<file path="config.mk">
export PLATFORM = sky130hd
export DESIGN_NAME = sorted_list_engine_core
export DESIGN_NICKNAME = d
export VERILOG_FILES = /design/src/hw/rtl/sle_pkg.sv /design/src/hw/rtl/sle_cell.sv /design/src/hw/rtl/sorted_list_engine_core.sv
export SDC_FILE = /design/constraint.sdc
export NUM_CORES = 1
export LEC_CHECK = 0
export BUFFER_PORTS_ARGS = -buffer_cell sky130_fd_sc_hd__buf_2
export CORE_UTILIZATION = 60
export DETAILED_ROUTE_END_ITERATION = 12
export PLACE_DENSITY = 0.77
export SETUP_SLACK_MARGIN = 0.1
export SKIP_CTS_REPAIR_TIMING = 1
export SYNTH_ARGS = -nofsm -noshare
export SYNTH_HDL_FRONTEND = slang
export SYNTH_HIERARCHICAL = 1
export SYNTH_SLANG_ARGS = --single-unit
</file>
<file path="constraint.sdc">
create_clock -name clk -period 7.2 [get_ports clk]
set_input_delay 2.16 -clock clk [delete_from_list [all_inputs] [get_ports clk]]
set_output_delay 2.16 -clock clk [all_outputs]
set_load 0.1 [all_outputs]
</file>
<file path="src/hw/rtl/sle_pkg.sv">
package sle_pkg;

	localparam int VALUE_W  = 32;
	localparam int OP_W     = 2;
	localparam int STATUS_W = 2;
	localparam int COUNT_W  = 4;

	typedef enum logic [OP_W-1:0] {
		OP_INSERT = 2'd0,
		OP_REMOVE = 2'd1,
		OP_LOOKUP = 2'd2,
		OP_NONE   = 2'd3
	} op_t;

	typedef enum logic [STATUS_W-1:0] {
		ST_DONE    = 2'd0,
		ST_FULL    = 2'd1,
		ST_MISSING = 2'd2,
		ST_RSVD    = 2'd3
	} status_t;

	// one request on the command channel
	typedef struct packed {
		logic [OP_W-1:0]           op;
		logic signed [VALUE_W-1:0] value;
	} cmd_t;

	// one result on the response channel
	typedef struct packed {
		logic [STATUS_W-1:0] status;
		logic [COUNT_W-1:0]  entry_count;
		logic                is_empty;
		logic                is_full;
	} res_t;

	// broadcast to every cell
	typedef struct packed {
		logic                      ins;
		logic                      rem;
		logic signed [VALUE_W-1:0] value;
	} cell_ctl_t;

	// what a cell shows its neighbours and the top level
	typedef struct packed {
		logic                      valid;
		logic signed [VALUE_W-1:0] entry;
		logic                      gt;
		logic                      eq;
	} cell_view_t;

endpackage

</file>
<file path="src/hw/rtl/sle_cell.sv">
module sle_cell (
	input  logic               clk,
	input  logic               arst_n,
	input  sle_pkg::cell_ctl_t ctl,
	input  sle_pkg::cell_view_t lower,
	input  sle_pkg::cell_view_t upper,
	output sle_pkg::cell_view_t view
);
	import sle_pkg::*;

	logic                      valid_q;
	logic signed [VALUE_W-1:0] entry_q;
	logic                      gt;
	logic                      ge;

	// an empty slot counts as larger than anything
	assign gt = !valid_q || ($signed(entry_q) > $signed(ctl.value));
	assign ge = valid_q && ($signed(entry_q) >= $signed(ctl.value));

	assign view.valid = valid_q;
	assign view.entry = entry_q;
	assign view.gt    = gt;
	assign view.eq    = valid_q && (entry_q == ctl.value);

	always_ff @(posedge clk or negedge arst_n) begin
		if (!arst_n) begin
			valid_q <= 1'b0;
		end else if (ctl.ins) begin
			if (lower.gt) begin
				valid_q <= lower.valid;
			end else if (gt) begin
				valid_q <= 1'b1;
			end
		end else if (ctl.rem && ge) begin
			valid_q <= upper.valid;
		end
	end

	always_ff @(posedge clk) begin
		if (ctl.ins) begin
			if (lower.gt) begin
				entry_q <= lower.entry;
			end else if (gt) begin
				entry_q <= ctl.value;
			end
		end else if (ctl.rem && ge) begin
			entry_q <= upper.entry;
		end
	end

endmodule

</file>
<file path="src/hw/rtl/sorted_list_engine_core.sv">
// Channel | Direction | Handshake            | Payload
// cmd     | in        | cmd_valid, cmd_stall | sle_pkg::cmd_t (op, value)
// res     | out       | res_valid, res_stall | sle_pkg::res_t (status, count, flags)
//
// One request per cycle unless cmd_stall holds it off: every cell updates its own slot in the
// cycle the request is taken and the result appears in the output register
// on the next edge.
// arst_n clears the cell valid flags, the entry count and the result valid.
// cmd_stall rises only while a result sits unclaimed under res_stall.
module sorted_list_engine_core #(
	parameter int CAPACITY = 8
) (
	input  logic           clk,
	input  logic           arst_n,
	input  logic           cmd_valid,
	output logic           cmd_stall,
	input  sle_pkg::cmd_t  cmd,
	output logic           res_valid,
	input  logic           res_stall,
	output sle_pkg::res_t  res
);
	import sle_pkg::*;

	localparam int CNT_W = $clog2(CAPACITY + 1);

	cell_view_t        views [CAPACITY];
	logic [CAPACITY-1:0] eq_vec;
	cell_ctl_t         ctl;
	logic [CNT_W-1:0]  count_q;
	logic [CNT_W-1:0]  count_next;
	logic              full;
	logic              found;
	logic              accept;
	logic [STATUS_W-1:0] status;
	logic              res_valid_q;
	res_t              res_q;

	// the output register frees itself when taken, so a new request can
	// land in the same cycle
	assign cmd_stall = res_valid_q && res_stall;
	assign accept    = cmd_valid && !cmd_stall;

	assign full  = (count_q == CNT_W'(CAPACITY));
	assign found = |eq_vec;

	assign ctl.value = cmd.value;
	assign ctl.ins   = accept && (cmd.op == OP_INSERT) && !full;
	assign ctl.rem   = accept && (cmd.op == OP_REMOVE) && found;

	// Row of cells: cell 0 sees a lower neighbour that is never larger,
	// the top cell sees an empty slot above it.
	for (genvar i = 0; i < CAPACITY; i++) begin : g_cell
		cell_view_t lower;
		cell_view_t upper;

		if (i == 0) begin : g_bottom
			assign lower = '0;
		end else begin : g_lower
			assign lower = views[i-1];
		end

		if (i == CAPACITY - 1) begin : g_top
			assign upper = '0;
		end else begin : g_upper
			assign upper = views[i+1];
		end

		sle_cell u_cell (
			.clk   (clk),
			.arst_n(arst_n),
			.ctl   (ctl),
			.lower (lower),
			.upper (upper),
			.view  (views[i])
		);

		assign eq_vec[i] = views[i].eq;
	end

	always_comb begin
		status     = ST_DONE;
		count_next = count_q;
		unique case (cmd.op)
			OP_INSERT: begin
				if (full) begin
					status = ST_FULL;
				end else begin
					count_next = count_q + 1'b1;
				end
			end
			OP_REMOVE: begin
				if (found) begin
					count_next = count_q - 1'b1;
				end else begin
					status = ST_MISSING;
				end
			end
			OP_LOOKUP: begin
				if (!found) begin
					status = ST_MISSING;
				end
			end
			default: begin
				status = ST_DONE;
			end
		endcase
	end

	always_ff @(posedge clk or negedge arst_n) begin
		if (!arst_n) begin
			count_q     <= '0;
			res_valid_q <= 1'b0;
		end else begin
			if (accept) begin
				count_q     <= count_next;
				res_valid_q <= 1'b1;
			end else if (!res_stall) begin
				res_valid_q <= 1'b0;
			end
		end
	end

	always_ff @(posedge clk) begin
		if (accept) begin
			res_q.status      <= status;
			res_q.entry_count <= COUNT_W'(count_next);
			res_q.is_empty    <= (count_next == '0);
			res_q.is_full     <= (count_next == CNT_W'(CAPACITY));
		end
	end

	assign res_valid = res_valid_q;
	assign res       = res_q;

endmodule

</file>
# Word-level counts from Yosys, hierarchy flattened
# Cells that the tools add are included.
[op_classes]
n_lt_le_gt_ge = 16
eq_ne = 21
add_sub_neg = 2
muxes = 70
reduce_logical = 68
[ops]
columns = ["op", "n"]
rows = [
  ["$mux W32", 31],
  ["$eq A32 B32 Y1", 8],
  ["$ge A32 B32 Y1", 8],
  ["$gt A32 B32 Y1", 8],
  ["$mux W1", 34],
  ["$logic_and A1 B1 Y1", 30],
  ["$ne A3 B1 Y1 const B", 7],
  ["$reduce_and A2 Y1", 8],
  ["$reduce_bool A2 Y1", 8],
  ["$logic_not A1 Y1", 10],
  ["$eq A4 B4 Y1 const B", 2],
  ["$logic_or A1 B1 Y1", 8],
  ["$mux W4", 2],
  ["$pmux W4 S2", 1],
  ["$reduce_or A8 Y1", 1],
  ["$add A4 B1 Y4 const B", 1],
  ["$logic_not A4 Y1", 1],
  ["$ne A2 B1 Y1 const B", 2],
  ["$pmux W2 S2", 1],
  ["$sub A4 B1 Y4 const B", 1],
  ["$eq A2 B1 Y1 const B", 1],
  ["$eq A2 B2 Y1 const B", 1],
  ["$logic_not A2 Y1", 1],
  ["$mux W2", 1],
  ["$reduce_or A2 Y1", 1],
]
[word_totals]
reg_bits = 277
inputBits = 38
output_inout_bits = 10

# Longest topological paths before layout
[depth]
word_depth = 8
ltp_mapped = 14
depth_no_buf = 12

# Cells and area by module
# The synthesis kept the hierarchy.
[by_module_without_submodules]
columns = ["mod", "seq_area_each_um2", "n_inst", "area_per_inst_um2", "cells_each"]
rows = [
  ["sle_cell", 985.9, 8, 2581.2, 273],
  ["sorted_list_engine_core", 365.4, 1, 823.3, 68],
]

# Least setup slack after synthesis
# Ideal clock, no wire load.
[synth_path]
path_type = "input-to-reg"
startpoint = "input cmd[31] in the netlist's numbering"
endpoint = "register g_cell[0].u_cell.entry_q[0] (enable)"
setup_slack_ns = 1.683
path_buffers = 0
stages = 12
t_arrival_ns = 5.126
path_cell_list = "inv_1 -> ha_1 -> and4_1 -> nand2_1 -> nor4_1 -> and4_1 -> nor4_4 -> a21o_4 -> nor2_1 -> nand2_1 -> nor2_1 -> a22o_1"
[synth_rtl]
columns = ["element", "line", "rtl"]
rows = [
  ["start, declared", "sorted_list_engine_core.sv:17", "input sle_pkg::cmd_t cmd,"],
  ["end signal, assigned", "sle_cell.sv:42", "entry_q <= lower.entry;"],
  ["end signal, assigned", "sle_cell.sv:44", "entry_q <= ctl.value;"],
  ["end signal, assigned", "sle_cell.sv:47", "entry_q <= upper.entry;"],
  ["end, declared", "sle_cell.sv:12", "logic signed [VALUE_W-1:0] entry_q;"],
]

==> impl_metrics.env <==
export IMPL_outcome="finished, final reports clean"
export IMPL_grt_busiest_layer="met2"
export IMPL_drv_cap=0
export IMPL_hold_violations=0
export IMPL_final_util=0.6729
export IMPL_holdWs_ns=0.5267
export IMPL_power_density_nw_per_um2=207.4
export IMPL_htreeDepth=2
export IMPL_core_area_um2=34880
export IMPL_comb_power_share=0.241
export IMPL_avgSynthCellArea_um2=9.538
export IMPL_power_frac_seq=0.407
export IMPL_hpwlAfterDp_um=39460
export IMPL_grt_pass1_wl_um=84680
export IMPL_die_x_um=191.1
export IMPL_num_io_pins=48
export IMPL_syn_area_um2=21460
export IMPL_clockBufferDepth=3
export IMPL_switching_power_w=0.001486
export IMPL_cts_tree="built"
export IMPL_critPathRequiredTime_ns=7.41
export IMPL_drt_wl_total_um=52430
export IMPL_ir_drop_mv=0.1598
export IMPL_critPathCaptureType="flop"
export IMPL_netSwitchingFraction=0.3052
export IMPL_finalMaxSlewViolations=0
export IMPL_setup_viol=0
export IMPL_vias=16910
export IMPL_hp_class="flop to flop"
export IMPL_wl_per_cell_um=18.76
export IMPL_grt_setup_unrepaired="false"
export IMPL_grtUsageMet1=0.4108
export IMPL_antenna_found_initial=1
export IMPL_drt_iter0_markers=1629
export IMPL_placed_area_um2=22360
export IMPL_tns_ns=0
export IMPL_via_per_inst=6.049
export IMPL_dr_pass1_iters=7
export IMPL_grt_pass1_vias=16380
export IMPL_startpoint_type="input pin"
export IMPL_syn_inst=2250
export IMPL_finClkSkew_ns=0.01134
export IMPL_relSlewSlack=0.3378
export IMPL_cts_sinks=277
export IMPL_ys_warn_count=6
export IMPL_layout_common_cells="356 x a21oi_1, 283 x nor2_1, 264 x inv_1, 264 x edfxtp_1, 261 x ha_1"
export IMPL_drc=0
export IMPL_die_height_um=191.1
export IMPL_clk_latency_ns=0.51
export IMPL_initial_core_util=0.6152
export IMPL_gr_usage_met2=0.4634
export IMPL_worstSetupPathType="input pin to flop"
export IMPL_stdcell_area_um2=23470
export IMPL_cts_clk_slew_worst_paths_ns=0.06
export IMPL_gr_total_overflow=0
export IMPL_dieArea_um2=36530
export IMPL_final_nets=2613
export IMPL_root_buffer="clkbuf_16"
export IMPL_fmax_mhz=178.2
export IMPL_tightest_slew_ns=0.9934
export IMPL_rows=68
export IMPL_p_leak_nw=11.28
export IMPL_grt_use_total=0.2905
export IMPL_final_common_cell="a21oi_1"
export IMPL_cp_max_fo=22
export IMPL_clockPowerShare=0.352
export IMPL_numPortBuffers=47
export IMPL_finalCriticalPeriod_ns=5.611
export IMPL_use_met3=0.02901
export IMPL_period_share=0.7792
export IMPL_arrival_ns=5.82
export IMPL_cts_buffers=35
export IMPL_p_int_w=0.003383
export IMPL_area_growth_pct=9.375
export IMPL_drive_above_1_share=0.07870
export IMPL_place_congestion=0.9189
export IMPL_ant_nets=0
export IMPL_grt_max_degree=169
export IMPL_p_total_w=0.004869
[power groups by stage]
stage / sequential (W) / combinational, W / clock (W)
global route: 0.00200 / 0.00129 / 0.00180
finish: 0.00198 / 0.00117 / 0.00171
floorplan: 0.00203 / 0.000861 / 0
detailed placement: 0.00201 / 0.00115 / 0
global placement: 0.00201 / 0.00111 / 0
CTS: 0.00198 / 0.00116 / 0.00174
[final timing paths]
check	end	slack, ns	cells past startpoint	startpoint
max in group asynchronous	g_cell[3].u_cell/valid_q	5.36	1	arst_n
min	res_valid	0.53	2	res_valid
max	g_cell[0].u_cell/entry_q[5]	1.59	15	cmd[29]
max reg2reg	g_cell[0].u_cell/entry_q[5]	3.22	13	g_cell[1].u_cell/entry_q[31]
min reg2reg	res_valid	0.53	2	res_valid
min in group asynchronous	res_valid	1.57	1	arst_n
[flip-flops by register name, indices dropped and copies added, names as in the netlist]
signal                 cells
res_valid                  1
res                        8
g_cell.u_cell/valid_q      8
g_cell.u_cell/entry_q    256
count_q                    4
[final cells by class]
class | count | area (um^2)
Clock inverter | 14 | 142.6
Multi-Input combinational cell | 1662 | 12070
Clock buffer | 47 | 963.4
Tap cell | 455 | 569.3
Sequential cell | 277 | 8253
Antenna cell | 2 | 5.005
Fill cell | 2694 | 11410
Timing Repair Buffer | 72 | 473.0
Inverter | 266 | 998.5
[worst max-delay path, stage by stage]
cell and delay [ns]:
buf_2 0.35, inv_1 0.11, ha_1 0.34, and4_1 0.22, nand2_1 0.07, nor4_1 0.45, and4_1 0.39, nor4_4 0.11
a21o_4 0.25, nor2_1 0.12, buf_4 0.24, nand2_1 0.07, nor2_1 0.09, a22o_1 0.56, buf_12 0.26
[metrics by stage]
stage               setup slack (ns)  std cells
finish                         1.590       2795
global route                   1.464       2795
CTS                            1.699       2793
detailed placement             1.159       2732
global placement               1.205       2732
floorplan                      1.683       2316
[per-layer routing]
layer / share of wire / up-vias / wire (um)
met1: 0.46 / 7934 / 24040
met5: 0 / - / 0
met2: 0.45 / 641 / 23630
met3: 0.058 / 96 / 3043
li1: - / 8235 / -
met4: 0.033 / 0 / 1709
No activity file was read; power rests on OpenSTA's default activity.
